**src/rtl/core/mha_pkg.sv**
```systemverilog
// Shared types, operation codes and constants of the high-pass and gain control block.
package mha_pkg;

    // One input word.
    typedef struct packed {
        logic signed [15:0] sample_in;
        logic               chunk_first;
        logic               chunk_last;
        logic [10:0]        chunk_length;
        logic               mute_chunk;
        logic               restart_filter;
    } t_in_word;

    // One output word.
    typedef struct packed {
        logic signed [15:0] sample_out;
        logic [15:0]        gain_now;
        logic [15:0]        raw_peak_out;
        logic               silence_flag;
    } t_out_word;

    // Configuration register indexes.
    localparam int CFG_IDX_W = 3;
    localparam logic [CFG_IDX_W-1:0] CFG_BYPASS      = 3'd0;
    localparam logic [CFG_IDX_W-1:0] CFG_HIGHPASS    = 3'd1;
    localparam logic [CFG_IDX_W-1:0] CFG_FIXED_MODE  = 3'd2;
    localparam logic [CFG_IDX_W-1:0] CFG_FIXED_GAIN  = 3'd3;
    localparam logic [CFG_IDX_W-1:0] CFG_TARGET_PEAK = 3'd4;
    localparam logic [CFG_IDX_W-1:0] CFG_QUIET_THR   = 3'd5;
    localparam logic [CFG_IDX_W-1:0] CFG_QUIET_HOLD  = 3'd6;

    // Datapath operation codes issued by the controller.
    localparam int OP_W = 4;
    localparam logic [OP_W-1:0] OP_NONE       = 4'd0;
    localparam logic [OP_W-1:0] OP_LOAD       = 4'd1;
    localparam logic [OP_W-1:0] OP_FIRST_GO   = 4'd2;
    localparam logic [OP_W-1:0] OP_FIRST_DONE = 4'd3;
    localparam logic [OP_W-1:0] OP_HP_MUL     = 4'd4;
    localparam logic [OP_W-1:0] OP_HP_GO      = 4'd5;
    localparam logic [OP_W-1:0] OP_HP_SUM     = 4'd6;
    localparam logic [OP_W-1:0] OP_GATE       = 4'd7;
    localparam logic [OP_W-1:0] OP_G_MUL      = 4'd8;
    localparam logic [OP_W-1:0] OP_G_GO       = 4'd9;
    localparam logic [OP_W-1:0] OP_G_OUT      = 4'd10;
    localparam logic [OP_W-1:0] OP_LAST       = 4'd11;
    localparam logic [OP_W-1:0] OP_T_GO       = 4'd12;
    localparam logic [OP_W-1:0] OP_T_DONE     = 4'd13;
    localparam logic [OP_W-1:0] OP_OUT        = 4'd14;

    typedef struct packed {
        logic [OP_W-1:0] op;
    } t_cmd;

    typedef struct packed {
        logic bypass;
        logic first;
        logic last;
        logic mute;
        logic div_busy;
        logic tdiv_need;
    } t_stat;

    // Divider geometry.
    localparam int DIV_W = 48;
    localparam int DVS_W = 16;
    localparam int DCNT_W = $clog2(DIV_W);

    // Peak decay: 32767 * len * 2 / (16000 * 3), taken as a multiply by the
    // rounded-up reciprocal of 24000 / 32767 and a 32-bit shift. This is exact
    // for every length up to 1024.
    localparam int DECAY_SH = 32;
    localparam logic [32:0] DECAY_MUL =
        33'(((64'd1 << DECAY_SH) * 64'd32767 + 64'd23999) / 64'd24000);

    // Register and gain reset values.
    localparam logic [15:0] GAIN_RESET       = 16'd12288;
    localparam logic [14:0] TARGET_PEAK_RST  = 15'd24575;
    localparam logic [14:0] QUIET_THR_RST    = 15'd65;
    localparam logic [15:0] QUIET_HOLD_RST   = 16'd8000;

endpackage

```
**src/rtl/core/mic_highpass_agc_top.sv**
```systemverilog
// Top level of the microphone high-pass filter with automatic gain control.
//
// The block takes one 16-bit microphone sample per input word, passes it
// through a DC-blocking first-order high-pass, a silence gate and a gain
// multiply with 16-bit saturation, and returns one output word per input
// word. At the first sample of a chunk the held peaks decay by an amount
// set by the chunk length; at the last sample the chunk peaks merge and the
// gain slews toward a new target (automatic, fixed, or zero under silence).
// When GAIN_ONE is a power of two, a word goes from acceptance to its output
// register through two registered multiplies plus the filter, gate, scaling
// and output steps, followed by a return to idle. A word in bypass skips the
// filter, gate and gain steps. The first word of a chunk adds a restart step
// and the peak decay, which uses a reciprocal multiply. The last word adds
// the merge, target and slew steps (only the chunk-end step when muted) and
// a wait when the automatic target needs its division, done in a radix-2
// divider that produces a quotient bit per cycle over 48 bits. If GAIN_ONE
// is not a power of two, the filter and gain scaling also go through that
// divider. The next word is accepted as soon as the current one reaches the
// output register, even if that word has not been taken yet. Configuration
// is written through a plain write port; the user must write only while no
// word is in flight, which the block does not enforce. Bypass, high-pass and
// fixed-gain writes take effect at once. There is no clearing pass.
module mic_highpass_agc_top #(
    parameter int GAIN_ONE  = 8192,
    parameter int MAX_CHUNK = 1024
) (
    input  logic                          i_clk,
    input  logic                          i_rst_n,
    input  logic                          i_in_valid,
    output logic                          o_in_ready,
    input  mha_pkg::t_in_word             i_in_word,
    output logic                          o_out_valid,
    input  logic                          i_out_ready,
    output mha_pkg::t_out_word            o_out_word,
    input  logic                          i_cfg_we,
    input  logic [mha_pkg::CFG_IDX_W-1:0] i_cfg_idx,
    input  logic [15:0]                   i_cfg_data
);
    import mha_pkg::*;

    // Command and status between the controller and the datapath.
    t_cmd  cmd;
    t_stat stat;

    mha_ctrl #(
        .GAIN_ONE (GAIN_ONE)
    ) u_ctrl (
        .i_clk       (i_clk),
        .i_rst_n     (i_rst_n),
        .i_in_valid  (i_in_valid),
        .o_in_ready  (o_in_ready),
        .i_out_ready (i_out_ready),
        .o_out_valid (o_out_valid),
        .i_stat      (stat),
        .o_cmd       (cmd)
    );

    // The datapath holds the registers, filter state, gain state and the
    // shared divider; it acts on the operation the controller issues and on configuration writes.
    mha_datapath #(
        .GAIN_ONE  (GAIN_ONE),
        .MAX_CHUNK (MAX_CHUNK)
    ) u_datapath (
        .i_clk      (i_clk),
        .i_rst_n    (i_rst_n),
        .i_in_word  (i_in_word),
        .i_cfg_we   (i_cfg_we),
        .i_cfg_idx  (i_cfg_idx),
        .i_cfg_data (i_cfg_data),
        .i_cmd      (cmd),
        .o_stat     (stat),
        .o_out_word (o_out_word)
    );

endmodule

```
**src/rtl/core/mha_div.sv**
```systemverilog
// Restoring unsigned divider, one quotient bit per cycle.
module mha_div (
    input  logic                      i_clk,
    input  logic                      i_rst_n,
    input  logic                      i_start,
    input  logic [mha_pkg::DIV_W-1:0] i_dividend,
    input  logic [mha_pkg::DVS_W-1:0] i_divisor,
    output logic [mha_pkg::DIV_W-1:0] o_quotient,
    output logic                      o_busy
);
    import mha_pkg::*;

    logic              r_busy;
    logic [DCNT_W-1:0] r_cnt;
    logic [DVS_W:0]    r_rem;
    logic [DIV_W-1:0]  r_quo;
    logic [DVS_W-1:0]  r_dvs;
    logic [DVS_W:0]    rem_sh;
    logic              ge;

    assign rem_sh = {r_rem[DVS_W-1:0], r_quo[DIV_W-1]};
    assign ge     = rem_sh >= {1'b0, r_dvs};

    always_ff @(posedge i_clk) begin
        if (!i_rst_n) begin
            r_busy <= 1'b0;
            r_cnt  <= '0;
        end else if (i_start) begin
            r_busy <= 1'b1;
            r_cnt  <= DCNT_W'(DIV_W - 1);
        end else if (r_busy) begin
            r_cnt <= r_cnt - 1'b1;
            if (r_cnt == '0) begin
                r_busy <= 1'b0;
            end
        end
    end

    always_ff @(posedge i_clk) begin
        if (i_start) begin
            r_rem <= '0;
            r_quo <= i_dividend;
            r_dvs <= i_divisor;
        end else if (r_busy) begin
            r_rem <= ge ? (rem_sh - {1'b0, r_dvs}) : rem_sh;
            r_quo <= {r_quo[DIV_W-2:0], ge};
        end
    end

    assign o_quotient = r_quo;
    assign o_busy     = r_busy;

    a_no_restart: assert property (@(posedge i_clk) disable iff (!i_rst_n)
        i_start |-> !r_busy)
        else $error("divider started while busy");

endmodule

```
**src/rtl/core/mha_datapath.sv**
```systemverilog
// Datapath: configuration, filter, silence gate, gain multiply and chunk-end gain update.
module mha_datapath #(
    parameter int GAIN_ONE  = 8192,
    parameter int MAX_CHUNK = 1024
) (
    input  logic                              i_clk,
    input  logic                              i_rst_n,
    input  mha_pkg::t_in_word                 i_in_word,
    input  logic                              i_cfg_we,
    input  logic [mha_pkg::CFG_IDX_W-1:0]     i_cfg_idx,
    input  logic [15:0]                       i_cfg_data,
    input  mha_pkg::t_cmd                     i_cmd,
    output mha_pkg::t_stat                    o_stat,
    output mha_pkg::t_out_word                o_out_word
);
    import mha_pkg::*;

    localparam int GL        = $clog2(GAIN_ONE);
    localparam bit POW2      = (GAIN_ONE == (1 << GL));
    localparam int GMAX      = 5 * GAIN_ONE;
    localparam int GW        = ($clog2(GMAX + 1) > 16) ? $clog2(GMAX + 1) : 16;
    localparam int HP_COEF   = (8151 * GAIN_ONE) / 8192;
    localparam int STEP_UNIT = GAIN_ONE / 128;
    localparam int STEP_UP   = STEP_UNIT * 3;
    localparam int STEP_DOWN = STEP_UNIT * 8;

    // Configuration.
    logic        r_bypass, r_hp_on, r_fixed;
    logic [15:0] r_fixed_gain;
    logic [14:0] r_tpl, r_qthr;
    logic [15:0] r_qhold;

    // Algorithm state.
    t_in_word           r_in;
    logic signed [15:0] r_prev_in;
    logic signed [31:0] r_prev_out;
    logic               r_primed;
    logic signed [15:0] r_lf;
    logic               r_lfv;
    logic [16:0]        r_qcnt;
    logic               r_sil;
    logic [15:0]        r_raw, r_scaled, r_craw, r_cscaled;
    logic [GW-1:0]      r_active, r_previous, r_current, r_target;
    logic               r_switched;

    // Working registers.
    logic [DIV_W-1:0]   r_prod;
    logic signed [15:0] r_f;
    logic signed [15:0] r_y;
    t_out_word          r_out;

    // Divider hookup.
    logic             div_go, div_busy;
    logic [DIV_W-1:0] div_a, div_q;
    logic [DVS_W-1:0] div_b;

    mha_div u_div (
        .i_clk      (i_clk),
        .i_rst_n    (i_rst_n),
        .i_start    (div_go),
        .i_dividend (div_a),
        .i_divisor  (div_b),
        .o_quotient (div_q),
        .o_busy     (div_busy)
    );

    logic [12:0] len_c;
    assign len_c = (13'(r_in.chunk_length) > 13'(MAX_CHUNK)) ? 13'(MAX_CHUNK)
                                                             : 13'(r_in.chunk_length);

    always_comb begin
        div_go = 1'b0;
        div_a  = r_prod;
        div_b  = DVS_W'(GAIN_ONE);
        unique case (i_cmd.op) inside
            OP_HP_GO, OP_G_GO: begin
                div_go = 1'b1;
            end
            OP_T_GO: begin
                div_go = 1'b1;
                div_a  = DIV_W'(r_tpl) * DIV_W'(GAIN_ONE) + DIV_W'(r_raw >> 1);
                div_b  = r_raw;
            end
            default: begin
                div_go = 1'b0;
            end
        endcase
    end

    // Quotient by GAIN_ONE: a shift when it is a power of two.
    logic [DIV_W-1:0] q_sel;
    assign q_sel = POW2 ? (r_prod >> GL) : div_q;

    // Peak decay, at least one per chunk.
    logic [45:0] decay_p;
    logic [13:0] decay_q;
    logic [15:0] decay_d, raw_dec, scl_dec;
    assign decay_p = {33'b0, len_c} * {13'b0, DECAY_MUL};
    assign decay_q = decay_p[45:32];
    assign decay_d = (decay_q > 14'd1) ? {2'b0, decay_q} : 16'd1;
    assign raw_dec = (decay_d >= r_raw) ? 16'd0 : r_raw - decay_d;
    assign scl_dec = (decay_d >= r_scaled) ? 16'd0 : r_scaled - decay_d;

    // High-pass terms.
    logic               prev_sgn;
    logic [31:0]        prev_abs, hp_q;
    logic [47:0]        hp_mul;
    logic signed [34:0] hp_y, hp_qs;
    logic signed [31:0] hp_out32;
    logic signed [15:0] hp_out16;

    assign prev_sgn = r_prev_out[31];
    assign prev_abs = prev_sgn ? (~r_prev_out + 32'd1) : r_prev_out;
    assign hp_mul   = {16'b0, prev_abs} * {32'b0, 16'(HP_COEF)};
    assign hp_q     = q_sel[31:0];
    assign hp_qs    = prev_sgn ? -$signed({3'b0, hp_q}) : $signed({3'b0, hp_q});
    assign hp_y     = $signed({{19{r_in.sample_in[15]}}, r_in.sample_in})
                    - $signed({{19{r_prev_in[15]}}, r_prev_in}) + hp_qs;

    always_comb begin
        if (hp_y > 35'sd2147483647) begin
            hp_out32 = 32'sh7fffffff;
        end else if (hp_y < -35'sd2147483648) begin
            hp_out32 = 32'sh80000000;
        end else begin
            hp_out32 = hp_y[31:0];
        end
        if (hp_out32 > 32'sd32767) begin
            hp_out16 = 16'sh7fff;
        end else if (hp_out32 < -32'sd32768) begin
            hp_out16 = 16'sh8000;
        end else begin
            hp_out16 = hp_out32[15:0];
        end
    end

    // Gate, crossing and gain terms.
    logic [15:0]        f_abs;
    logic [16:0]        q_next;
    logic               crossed;
    logic [GW+15:0]     g_mul;
    logic signed [15:0] g_y;
    logic [15:0]        g_abs;

    assign f_abs   = r_f[15] ? (~r_f + 16'd1) : r_f;
    assign q_next  = (r_qcnt <= {1'b0, r_qhold}) ? r_qcnt + 17'd1 : r_qcnt;
    assign crossed = (r_f == 16'sd0) ||
                     (r_lfv && (((r_lf < 16'sd0) && (r_f > 16'sd0)) ||
                                ((r_lf > 16'sd0) && (r_f < 16'sd0))));
    assign g_mul   = {{GW{1'b0}}, f_abs} * {16'b0, r_active};

    always_comb begin
        if (!r_f[15]) begin
            if (q_sel > DIV_W'(32767)) begin
                g_abs = 16'd32767;
            end else begin
                g_abs = q_sel[15:0];
            end
            g_y = $signed(g_abs);
        end else begin
            if (q_sel > DIV_W'(32768)) begin
                g_abs = 16'd32768;
            end else begin
                g_abs = q_sel[15:0];
            end
            g_y = $signed(~g_abs + 16'd1);
        end
    end

    // Target gain and slew.
    logic [GW-1:0] t_new, cur_new, floor_g, dn;
    logic [GW:0]   up;

    always_comb begin
        if (r_sil || (r_tpl == '0)) begin
            t_new = '0;
        end else if (r_fixed) begin
            t_new = GW'(r_fixed_gain);
        end else if (r_raw == '0) begin
            t_new = GW'(GMAX);
        end else if (div_q > DIV_W'(GMAX)) begin
            t_new = GW'(GMAX);
        end else if (div_q < DIV_W'(GAIN_ONE)) begin
            t_new = GW'(GAIN_ONE);
        end else begin
            t_new = div_q[GW-1:0];
        end
        floor_g = r_sil ? '0 : GW'(GAIN_ONE);
        up      = {1'b0, r_current} + (GW+1)'(STEP_UP);
        dn      = (r_current > GW'(STEP_DOWN)) ? r_current - GW'(STEP_DOWN) : floor_g;
        if (r_current < t_new) begin
            cur_new = (up < {1'b0, t_new}) ? up[GW-1:0] : t_new;
        end else if (r_current > t_new) begin
            cur_new = (dn > t_new) ? dn : t_new;
        end else begin
            cur_new = r_current;
        end
    end

    always_ff @(posedge i_clk) begin
        if (!i_rst_n) begin
            r_bypass     <= 1'b0;
            r_hp_on      <= 1'b1;
            r_fixed      <= 1'b0;
            r_fixed_gain <= GAIN_RESET;
            r_tpl        <= TARGET_PEAK_RST;
            r_qthr       <= QUIET_THR_RST;
            r_qhold      <= QUIET_HOLD_RST;
            r_prev_in    <= '0;
            r_prev_out   <= '0;
            r_primed     <= 1'b0;
            r_lf         <= '0;
            r_lfv        <= 1'b0;
            r_qcnt       <= '0;
            r_sil        <= 1'b0;
            r_raw        <= '0;
            r_scaled     <= '0;
            r_craw       <= '0;
            r_cscaled    <= '0;
            r_active     <= GW'(GAIN_RESET);
            r_previous   <= GW'(GAIN_RESET);
            r_current    <= GW'(GAIN_RESET);
            r_target     <= GW'(GAIN_RESET);
            r_switched   <= 1'b0;
        end else begin
            unique case (i_cmd.op)
                OP_FIRST_GO: begin
                    if (r_in.restart_filter) begin
                        r_prev_in  <= '0;
                        r_prev_out <= '0;
                        r_primed   <= 1'b0;
                        r_lfv      <= 1'b0;
                        r_qcnt     <= '0;
                        r_sil      <= 1'b0;
                    end
                end
                OP_FIRST_DONE: begin
                    r_raw      <= r_sil ? 16'd0 : raw_dec;
                    r_scaled   <= r_sil ? 16'd0 : scl_dec;
                    r_craw     <= '0;
                    r_cscaled  <= '0;
                    r_active   <= r_previous;
                    r_switched <= (r_previous == r_current);
                end
                OP_HP_SUM: begin
                    if (r_hp_on) begin
                        r_prev_in <= r_in.sample_in;
                        if (!r_primed) begin
                            r_prev_out <= '0;
                            r_primed   <= 1'b1;
                        end else begin
                            r_prev_out <= hp_out32;
                        end
                    end
                end
                OP_GATE: begin
                    if (f_abs > {1'b0, r_qthr}) begin
                        r_qcnt <= '0;
                        r_sil  <= 1'b0;
                    end else begin
                        r_qcnt <= q_next;
                        r_sil  <= q_next > {1'b0, r_qhold};
                    end
                    if (!r_in.mute_chunk) begin
                        if (f_abs > r_craw) begin
                            r_craw <= f_abs;
                        end
                        if ((r_active != r_current) && crossed) begin
                            r_active   <= r_current;
                            r_previous <= r_current;
                            r_switched <= 1'b1;
                        end
                    end
                end
                OP_G_OUT: begin
                    if (!r_in.mute_chunk) begin
                        if (g_abs > r_cscaled) begin
                            r_cscaled <= g_abs;
                        end
                        r_lf  <= r_f;
                        r_lfv <= 1'b1;
                    end
                end
                OP_LAST: begin
                    if (r_in.mute_chunk) begin
                        r_lfv <= 1'b0;
                    end else begin
                        if (!r_switched) begin
                            r_previous <= r_current;
                        end
                        if (r_craw > r_raw) begin
                            r_raw <= r_craw;
                        end
                        if (r_cscaled > r_scaled) begin
                            r_scaled <= r_cscaled;
                        end
                    end
                end
                OP_T_DONE: begin
                    r_target  <= t_new;
                    r_current <= cur_new;
                    if (r_sil) begin
                        r_raw    <= '0;
                        r_scaled <= '0;
                    end
                end
                default: begin
                end
            endcase

            // Writes must arrive only while no word is in flight; this is not enforced here.
            if (i_cfg_we) begin
                unique case (i_cfg_idx)
                    CFG_BYPASS: begin
                        if (i_cfg_data[0] != r_bypass) begin
                            r_prev_in  <= '0;
                            r_prev_out <= '0;
                            r_primed   <= 1'b0;
                            r_lfv      <= 1'b0;
                            r_qcnt     <= '0;
                            r_sil      <= 1'b0;
                        end
                        r_bypass <= i_cfg_data[0];
                    end
                    CFG_HIGHPASS: begin
                        if (i_cfg_data[0] != r_hp_on) begin
                            r_prev_in  <= '0;
                            r_prev_out <= '0;
                            r_primed   <= 1'b0;
                            r_lfv      <= 1'b0;
                            r_qcnt     <= '0;
                            r_sil      <= 1'b0;
                        end
                        r_hp_on <= i_cfg_data[0];
                    end
                    CFG_FIXED_MODE: begin
                        r_fixed <= i_cfg_data[0];
                        if (i_cfg_data[0]) begin
                            r_target <= GW'(r_fixed_gain);
                        end
                    end
                    CFG_FIXED_GAIN: begin
                        r_fixed_gain <= i_cfg_data;
                        if (r_fixed) begin
                            r_target <= GW'(i_cfg_data);
                        end
                    end
                    CFG_TARGET_PEAK: r_tpl   <= i_cfg_data[14:0];
                    CFG_QUIET_THR:   r_qthr  <= i_cfg_data[14:0];
                    CFG_QUIET_HOLD:  r_qhold <= i_cfg_data;
                    default: begin
                    end
                endcase
            end
        end
    end

    // Working registers carry no reset.
    always_ff @(posedge i_clk) begin
        unique case (i_cmd.op)
            OP_LOAD:  r_in   <= i_in_word;
            OP_HP_MUL: r_prod <= hp_mul;
            OP_G_MUL: r_prod <= DIV_W'(g_mul);
            OP_HP_SUM: begin
                if (!r_hp_on) begin
                    r_f <= r_in.sample_in;
                end else if (!r_primed) begin
                    r_f <= '0;
                end else begin
                    r_f <= hp_out16;
                end
            end
            OP_G_OUT: r_y <= r_in.mute_chunk ? 16'sd0 : g_y;
            OP_OUT: begin
                r_out.sample_out   <= r_bypass ? r_in.sample_in : r_y;
                r_out.gain_now     <= r_current[15:0];
                r_out.raw_peak_out <= r_sil ? 16'd0 : r_raw;
                r_out.silence_flag <= r_sil;
            end
            default: begin
            end
        endcase
    end

    assign o_stat.bypass    = r_bypass;
    assign o_stat.first     = r_in.chunk_first;
    assign o_stat.last      = r_in.chunk_last;
    assign o_stat.mute      = r_in.mute_chunk;
    assign o_stat.div_busy  = div_busy;
    assign o_stat.tdiv_need = !r_sil && (r_tpl != '0) && !r_fixed && (r_raw != '0);
    assign o_out_word       = r_out;

    a_unprimed_zero: assert property (@(posedge i_clk) disable iff (!i_rst_n)
        !r_primed |-> (r_prev_out == '0))
        else $error("filter holds output history while unprimed");

endmodule

```
**src/rtl/core/mha_ctrl.sv**
```systemverilog
// Controller: sequences the datapath operations for one word and runs the handshakes.
module mha_ctrl #(
    parameter int GAIN_ONE = 8192
) (
    input  logic           i_clk,
    input  logic           i_rst_n,
    input  logic           i_in_valid,
    output logic           o_in_ready,
    input  logic           i_out_ready,
    output logic           o_out_valid,
    input  mha_pkg::t_stat i_stat,
    output mha_pkg::t_cmd  o_cmd
);
    import mha_pkg::*;

    localparam bit POW2 = (GAIN_ONE == (1 << $clog2(GAIN_ONE)));

    localparam logic [4:0] S_IDLE   = 5'd0;
    localparam logic [4:0] S_HPMUL  = 5'd1;
    localparam logic [4:0] S_FIRST  = 5'd2;
    localparam logic [4:0] S_FWAIT  = 5'd3;
    localparam logic [4:0] S_HPDIV  = 5'd4;
    localparam logic [4:0] S_HPWAIT = 5'd5;
    localparam logic [4:0] S_HPSUM  = 5'd6;
    localparam logic [4:0] S_GATE   = 5'd7;
    localparam logic [4:0] S_GMUL   = 5'd8;
    localparam logic [4:0] S_GDIV   = 5'd9;
    localparam logic [4:0] S_GWAIT  = 5'd10;
    localparam logic [4:0] S_GOUT   = 5'd11;
    localparam logic [4:0] S_LAST   = 5'd12;
    localparam logic [4:0] S_LCHK   = 5'd13;
    localparam logic [4:0] S_LWAIT  = 5'd14;
    localparam logic [4:0] S_LDONE  = 5'd15;
    localparam logic [4:0] S_OUT    = 5'd16;

    logic [4:0] r_state, n_state;
    logic       r_ovalid, n_ovalid;
    logic       r_first_done, n_first_done;
    logic       out_free;

    assign out_free = !r_ovalid || i_out_ready;

    always_comb begin
        n_state      = r_state;
        n_first_done = r_first_done;
        o_cmd.op     = OP_NONE;
        unique case (r_state)
            S_IDLE: begin
                if (i_in_valid) begin
                    o_cmd.op     = OP_LOAD;
                    n_first_done = 1'b0;
                    n_state      = S_HPMUL;
                end
            end
            S_HPMUL: begin
                o_cmd.op = OP_HP_MUL;
                if (i_stat.bypass) begin
                    n_state = S_OUT;
                end else if (i_stat.first && !r_first_done) begin
                    n_state = S_FIRST;
                end else begin
                    n_state = POW2 ? S_HPSUM : S_HPDIV;
                end
            end
            S_FIRST: begin
                o_cmd.op = OP_FIRST_GO;
                n_state  = S_FWAIT;
            end
            S_FWAIT: begin
                if (!i_stat.div_busy) begin
                    o_cmd.op     = OP_FIRST_DONE;
                    n_first_done = 1'b1;
                    n_state      = S_HPMUL;
                end
            end
            S_HPDIV: begin
                o_cmd.op = OP_HP_GO;
                n_state  = S_HPWAIT;
            end
            S_HPWAIT: begin
                if (!i_stat.div_busy) begin
                    n_state = S_HPSUM;
                end
            end
            S_HPSUM: begin
                o_cmd.op = OP_HP_SUM;
                n_state  = S_GATE;
            end
            S_GATE: begin
                o_cmd.op = OP_GATE;
                n_state  = S_GMUL;
            end
            S_GMUL: begin
                o_cmd.op = OP_G_MUL;
                n_state  = POW2 ? S_GOUT : S_GDIV;
            end
            S_GDIV: begin
                o_cmd.op = OP_G_GO;
                n_state  = S_GWAIT;
            end
            S_GWAIT: begin
                if (!i_stat.div_busy) begin
                    n_state = S_GOUT;
                end
            end
            S_GOUT: begin
                o_cmd.op = OP_G_OUT;
                n_state  = i_stat.last ? S_LAST : S_OUT;
            end
            S_LAST: begin
                o_cmd.op = OP_LAST;
                n_state  = i_stat.mute ? S_OUT : S_LCHK;
            end
            S_LCHK: begin
                if (i_stat.tdiv_need) begin
                    o_cmd.op = OP_T_GO;
                    n_state  = S_LWAIT;
                end else begin
                    n_state = S_LDONE;
                end
            end
            S_LWAIT: begin
                if (!i_stat.div_busy) begin
                    n_state = S_LDONE;
                end
            end
            S_LDONE: begin
                o_cmd.op = OP_T_DONE;
                n_state  = S_OUT;
            end
            S_OUT: begin
                if (out_free) begin
                    o_cmd.op = OP_OUT;
                    n_state  = S_IDLE;
                end
            end
            default: begin
                n_state = S_IDLE;
            end
        endcase
    end

    always_comb begin
        n_ovalid = r_ovalid;
        if ((r_state == S_OUT) && out_free) begin
            n_ovalid = 1'b1;
        end else if (i_out_ready) begin
            n_ovalid = 1'b0;
        end
    end

    always_ff @(posedge i_clk) begin
        if (!i_rst_n) begin
            r_state      <= S_IDLE;
            r_ovalid     <= 1'b0;
            r_first_done <= 1'b0;
        end else begin
            r_state      <= n_state;
            r_ovalid     <= n_ovalid;
            r_first_done <= n_first_done;
        end
    end

    assign o_in_ready  = (r_state == S_IDLE);
    assign o_out_valid = r_ovalid;

    a_accept_leaves_idle: assert property (@(posedge i_clk) disable iff (!i_rst_n)
        (i_in_valid && o_in_ready) |=> (r_state != S_IDLE))
        else $error("accepted word did not start processing");

    a_out_from_out_state: assert property (@(posedge i_clk) disable iff (!i_rst_n)
        $rose(o_out_valid) |-> ($past(r_state) == S_OUT))
        else $error("output word raised outside the output step");

    a_out_not_dropped: assert property (@(posedge i_clk) disable iff (!i_rst_n)
        (o_out_valid && !i_out_ready) |=> o_out_valid)
        else $error("pending output word lost");

endmodule

```
**config.mk**
```make
export PLATFORM = sky130hd
export DESIGN_NAME = mic_highpass_agc_top
export DESIGN_NICKNAME = d
export VERILOG_FILES = /design/src/rtl/core/mha_pkg.sv /design/src/rtl/core/mic_highpass_agc_top.sv /design/src/rtl/core/mha_div.sv /design/src/rtl/core/mha_datapath.sv /design/src/rtl/core/mha_ctrl.sv
export SDC_FILE = /design/constraint.sdc
export NUM_CORES = 2
export LEC_CHECK = 0
export BUFFER_PORTS_ARGS = -buffer_cell sky130_fd_sc_hd__buf_2
export CORE_MARGIN = 2
export CORE_UTILIZATION = 30
export CTS_CLUSTER_SIZE = 28
export DETAILED_ROUTE_END_ITERATION = 8
export PLACE_DENSITY = 0.49
export SLEW_MARGIN = 20
export SYNTH_ARGS = -nofsm -noshare
export SYNTH_HDL_FRONTEND = slang
export SYNTH_SLANG_ARGS = --single-unit
```
**constraint.sdc**
```tcl
create_clock -name i_clk -period 9.2 [get_ports i_clk]
set_input_delay 0.46 -clock i_clk [delete_from_list [all_inputs] [get_ports i_clk]]
set_output_delay 0.46 -clock i_clk [all_outputs]
set_load 0.1 [all_outputs]
```
After elaboration in Yosys (flattened, before gate mapping)
Index checks and enable logic that the tools add are counted.
{"block": "op_classes", "n_eq_ne": 52, "n_shift": 0, "n_addsub": 13, "multipliers": 3, "n_div": 0, "n_reduce_logical": 50, "magnitude_cmp": 26, "mux": 123, "bitwise_logic": 5}
{"cell": "16-bit 2-to-1 mux", "n": 37}
{"cell": "32-bit 2-to-1 mux", "n": 9}
{"cell": "16-bit case mux with 2 select lines", "n": 5}
{"cell": "48-bit 2-to-1 mux", "n": 3}
{"cell": "32-bit case mux with 2 select lines", "n": 2}
{"cell": "17-bit 2-to-1 mux", "n": 6}
{"cell": "48-bit case mux with 2 select lines", "n": 1}
{"cell": "5-bit case mux with 17 select lines", "n": 1}
{"cell": "17-bit case mux with 2 select lines", "n": 2}
{"cell": "16-bit greater-than comparator", "n": 4}
{"cell": "4-bit case mux with 14 select lines", "n": 1}
{"cell": "48-bit by 16-bit greater-than comparator with 1-bit output, second input constant", "n": 1}
{"cell": "48-bit by 14-bit < comparator with 1-bit output, second input constant", "n": 1}
{"cell": "16-bit case mux with 3 select lines", "n": 1}
{"cell": "13-bit by 32-bit multiplier with 45-bit output, second input constant", "n": 1}
{"cell": "32-bit by 13-bit multiplier with 45-bit output, second input constant", "n": 1}
{"cell": "5-bit 2-to-1 mux", "n": 9}
{"cell": "5-bit by 4-bit equality test with 1-bit output, second input constant", "n": 8}
{"cell": "35-bit adder", "n": 1}
{"cell": "35-bit by 15-bit greater-than comparator with 1-bit output, second input constant", "n": 1}
{"cell": "35-bit by 16-bit greater-than comparator with 1-bit output, second input constant", "n": 1}
{"cell": "35-bit by 32-bit greater-than comparator with 1-bit output, second input constant", "n": 1}
{"cell": "35-bit by 32-bit < comparator with 1-bit output, second input constant", "n": 1}
{"cell": "35-bit 2-to-1 mux", "n": 1}
{"cell": "71 further kinds", "n": 173}
{"block": "word_totals", "inputBits": 55, "latch_bits": 0, "output_inout_bits": 51, "mem_count": 0, "ramBits": 0, "elab_cells": 314, "ff_bits": 484, "mem_bits_ro": 0}

Logic depth before layout (Yosys ltp)
{"block": "logic_depth", "ltp_word": 12, "ltp_mapped": 39, "mapped_depth_nobuf": 38}

By module
Synthesis repeated with hierarchy kept, for this count alone.
{"block": "hier_totals", "cells_unflattened": 5807, "area_unflattened_um2": 52806.9}
{"module": "mha_datapath", "instances": 1, "area_per_inst_um2": 47616.9, "cells_each": 5341}
{"module": "mha_div", "instances": 1, "area_per_inst_um2": 4515.6, "cells_each": 378}
{"module": "mha_ctrl", "instances": 1, "area_per_inst_um2": 674.4, "cells_each": 88}

Worst setup path after synthesis
No wires, ideal clock.
{"block": "synth_timing", "path_type": "reg2reg", "startpoint": "reg u_datapath.r_in[12] (netlist bit)", "endpoint": "reg u_datapath.r_raw[10]", "path_slack_ns": 0.265, "stages_incl_launch_ff": 37, "period_less_slack_ns": 8.935, "arrival_ns": 8.820, "path_buffers": 1, "t_required_ns": 9.085, "path_cell_list": "edfxtp_1 -> nor2b_1 -> inv_1 -> fa_1 -> fa_1 -> inv_1 -> ha_1 -> fa_1 -> inv_1 -> fa_1 -> inv_1 -> ha_1 -> nand4_1 -> or4_1 -> or3_1 -> a31oi_1 -> o21ai_0 -> nor2b_1 -> o21bai_1 -> a31oi_1 -> xnor2_1 -> o31ai_1 -> ha_1 -> inv_1 -> fa_1 -> a21o_1 -> a21oi_1 -> o21ai_0 -> a21oi_1 -> o21ai_0 -> a211oi_1 -> o211ai_1 -> nor4b_2 -> clkbuf_1 -> a22oi_1 -> o21ai_0 -> and2_1"}
{"block": "synth_between", "elab_chain_cells": 9}
{"element": "start: declaration", "line_no": "mha_datapath.sv:34", "text": "t_in_word r_in;"}
{"element": "start signal: assignment", "line_no": "mha_datapath.sv:361", "text": "OP_LOAD: r_in <= i_in_word;"}
{"element": "11-bit greater-than comparator", "line_no": "mha_datapath.sv:68", "text": "assign len_c = (13'(r_in.chunk_length) > 13'(MAX_CHUNK)) ? 13'(MAX_CHUNK)"}
{"element": "11-bit 2-to-1 mux (*)", "line_no": "mha_datapath.sv:68"}
{"element": "13-bit by 32-bit multiplier with 45-bit output (*)", "line_no": "mha_datapath.sv:98", "text": "assign decay_p = {33'b0, len_c} * {13'b0, DECAY_MUL};"}
{"element": "14-bit by 1-bit greater-than comparator with 1-bit output", "line_no": "mha_datapath.sv:100", "text": "assign decay_d = (decay_q > 14'd1) ? {2'b0, decay_q} : 16'd1;"}
{"element": "14-bit 2-to-1 mux (*)", "line_no": "mha_datapath.sv:100"}
{"element": "16-bit subtractor or 16-bit >= comparator (tied branches)", "line_no": "mha_datapath.sv:101", "text": "assign raw_dec = (decay_d >= r_raw) ? 16'd0 : r_raw - decay_d;"}
{"element": "16-bit 2-to-1 mux (*)", "line_no": "mha_datapath.sv:101"}
{"element": "16-bit 2-to-1 mux (*)", "line_no": "mha_datapath.sv:238", "text": "r_raw <= r_sil ? 16'd0 : raw_dec;"}
{"element": "16-bit case mux with 3 select lines (*)", "line_no": "mha_datapath.sv:226", "text": "unique case (i_cmd.op)"}
{"element": "end signal: assignment", "line_no": "mha_datapath.sv:238"}
{"element": "end signal: assignment", "line_no": "mha_datapath.sv:292", "text": "r_raw <= r_craw;"}
{"element": "end: declaration", "line_no": "mha_datapath.sv:42", "text": "logic [15:0] r_raw, r_scaled, r_craw, r_cscaled;"}
Every way passes the cells marked *; elsewhere a longest branch is shown, timed or not.
A chain may end at the register's enable or synchronous reset.

Worst setup path after layout
{"block": "layout_timing", "startpoint": "reg u_datapath.r_in[12] (netlist bit)", "endpoint": "reg u_datapath.r_raw[2]"}
Same word-level chain as after synthesis.

==> qor.yml <==
setup_path:
  worstSetupPathDepth: 37
  crit_path_max_fanout: 11
  startpoint_type: "flop"
  max_stage_delay_ns: 0.57
  critPathKind: "flop to flop"
  reg2reg_to: "u_datapath.r_raw[2]"
  path_delay_family: "adder cells"
  r2r_start: "u_datapath.r_in[12]"
  crit_buf_inv: 7
  cp.required_ns: 9.73
  cp_slowest_cell: "or4_4"
  crit_path_end_kind: "flop"
  r2r_setup_slack_ns: 0.47
  arrival_ns: 9.26
  reg2reg_depth: 37
sta:
  period_minus_slack_ns: 8.73
  fmax_mhz: 115
  worstMarginPinSlew_ns: 1.12
  whs_ns: 0.0594
  slew_headroom_pct: 24.9
  period_share_pct: 94.9
  hold_viol: 0
  fin_ws_ns: 0.468
  skew_ns: 0.0648
  setup_violations: 0
  drv_slew: 0
routing:
  first_pass_iters: 5
  drt_iter0_drc: 2708
  routed-via-count: 41400
  viasPerCell: 5.00
  finalWirelength_mm: 164
  ant_nets: 0
  post-route-drc-count: 0
  wl_per_cell_um: 19.8
power_and_ir_drop:
  total_power_mw: 12.0
  vdd_drop_max_mv: 0.311
  static-leakage-power_nw: 27.2
  powerDensity_nw_per_um2: 206
die:
  row_count: 152
  die_y_um: 421
  pin_count: 106
  coreArea_um2: 172000
  dieWidth_um: 421
  initial_utilization_pct: 30.3
  dieArea_um2: 177000
finish:
  register_area_um2: 11800
  drive_gt1_share_pct: 7.86
  fin_nets: 7089
  area_growth_pct: 12.1
  multi_input_area_um2: 36400
  fin_area_um2: 58400
  fillCellCount: 17800
cts:
  cts_tree: "built"
  cts-root-buf: "clkbuf_16"
  clock_sinks: 481
  clk_pin_slew_ns: 0.06
  clk_latency_ns: 0.70
  cts-buffers-inserted: 58
  htreeDepth: 2
  cts_buffer_depth: 3
logic_synthesis:
  netlist_area_um2: 52100
  yosysTopAreaCell: "fa_1"
  yosysWarnings: 0
  syn_area_per_cell_um2: 8.92
  synth.mux.area_fraction_pct: 1.62
  synth_xor_area_share_pct: 4.88
  synth_edf_count: 221
  synth-main-ff-cell: "dfxtp_1"
  synth_top_area_share_pct: 19.6
  yosysUniqueCellTypes: 104
  synth_cells: 5838
  synth-simple-area-share_pct: 15.1
  seq_area_frac_synth_pct: 22.7
  synthArstFlopShare_pct: 0
  synthTopCellsByCount: "inv_1 (864), nand2_1 (674), ha_1 (593), fa_1 (511), nor2_1 (320)"
  synth_fa_ha_area_share_pct: 33.9
  synth_top_family_by_area: "adder cells"
  yosys_register_bits: 481
  synth.area.top_cells: "fa_1 (20%), ha_1 (14%), edfxtp_1 (13%), dfxtp_1 (10%), inv_1 (6.2%)"
  synth-compound-area-share_pct: 13.8
  yosysMostFrequentCell: "inv_1"
min_path:
  hold_class: "input port to flop"
  hp-start: "i_in_word[1]"
  hold_end: "u_datapath.o_stat[2]"
  holdPathStages: 1
placement:
  portBuffers: 105
  pre_cts_slack_ns: -0.189
  place_congestion: 0.873
  place_area_um2: 55700
  hpwl_mm: 131
grt:
  grt_pass1_vias: 42000
  grt_max_degree: 78
  antenna_found_initial: 3
  overflow: 0
  grt_pass1_wl_mm: 253
  gr-usage-all-layers_pct: 18.5
outcome:
  status: "completed"
flow_run:
  cap_viol_max_count: 0
## flip-flops by register name, indices dropped and copies added (netlist names), 17 cells and up
name	count
u_datapath.o_out_word	49
u_datapath.r_in	28
u_datapath.r_prev_out	32
u_datapath.r_prod	45
u_datapath.r_qcnt	17
u_datapath.u_div.o_quotient	48
## per-stage QoR
step                      utilization [%]  setup TNS [ns]  cells
after detailed placement             32.4           -1.53   8148
after global routing                 33.9         -0.0127   8290
after global placement               32.4          -0.238   8148
after floorplan                         -               0   5840
after CTS                            33.8               0   8288
final                                33.9               0   8291
## metal layers
layer	vias to the layer above	track usage [%]	share of wire [%]
met2	866	31.1	47
li1	19800	-	-
met5	-	0	0.0079
met1	20500	25.0	46
met3	174	2.12	4.2
met4	2	4.87	2.8
## placed cells by master (no fill, tap or decap), types with 33 or more instances in the layout
cell         n
edfxtp_1   221
nand4_1     53
buf_2      105
inv_1      860
o31ai_1     36
buf_4      127
and3_1      38
xor2_1     104
nand2_1    673
nor2_1     316
dfxtp_1    259
a31oi_1     38
or3_1       36
a21o_1      98
fa_1       509
clkbuf_16   64
nor2b_1     33
o21a_1      44
ha_1       591
a21oi_1    315
and2_1     130
xnor2_1    169
nand2b_1    53
mux2i_1     64
nor3_1      90
nor4_1      47
a22oi_1     59
o21ai_0    221
nand3_1    101
## power breakdown
part / internal [mW] / switching (mW)
clock: 1.55 / 1.04
combinational: 2.62 / 3.91
sequential: 2.57 / 0.347
total: 6.74 / 5.29
## how the worst max path moves through the flow
stage / start / to / slack (ns)
after floorplan: u_datapath.r_in[12] / u_datapath.r_raw[10] / 0.26
after global placement: u_datapath.r_in[12] / u_datapath.r_raw[2] / -0.03
after detailed placement: u_datapath.r_in[12] / u_datapath.r_raw[2] / -0.19
after CTS: u_datapath.r_in[12] / u_datapath.r_raw[2] / 0.01
after global routing: u_datapath.r_in[12] / u_datapath.r_raw[3] / -0.01
final: u_datapath.r_in[12] / u_datapath.r_raw[2] / 0.47
## cell families (layout without fill, tap and decap cells)
| group | Yosys count | in the layout |
|---|---|---|
| AOI/OAI and AO/OA | 1110 | 1110 |
| xor gates and xnor gates | 288 | 288 |
| adders and majority gates | 1104 | 1104 |
| buffers and inverters | 1103 | 1243 |
| DFF | 481 | 481 |
| muxes | 82 | 82 |
| other | 1 | 4 |
| and+or+nand+nor | 1669 | 1669 |
## final cells by class
type | count | area share (%)
Timing Repair Buffer | 264 | 3.09
Tap cell | 2310 | 4.95
Multi-Input combinational cell | 4256 | 62.4
Clock buffer | 72 | 2.86
Clock inverter | 38 | 0.840
Antenna cell | 1 | 0.00429
Sequential cell | 481 | 20.3
Inverter | 869 | 5.59
## repair_timing
| item | CTS | global route |
|---|---|---|
| resized for setup | 4 | 38 |
| hold endpoints to repair | 30 | 0 |
| pin swaps | 0 | 4 |
| hold buffers | 30 | 0 |
| setup buffers | 0 | 2 |
| endpoints found under the setup margin | 14 | 22 |
Note: power is estimated with default switching activity, not from simulation.
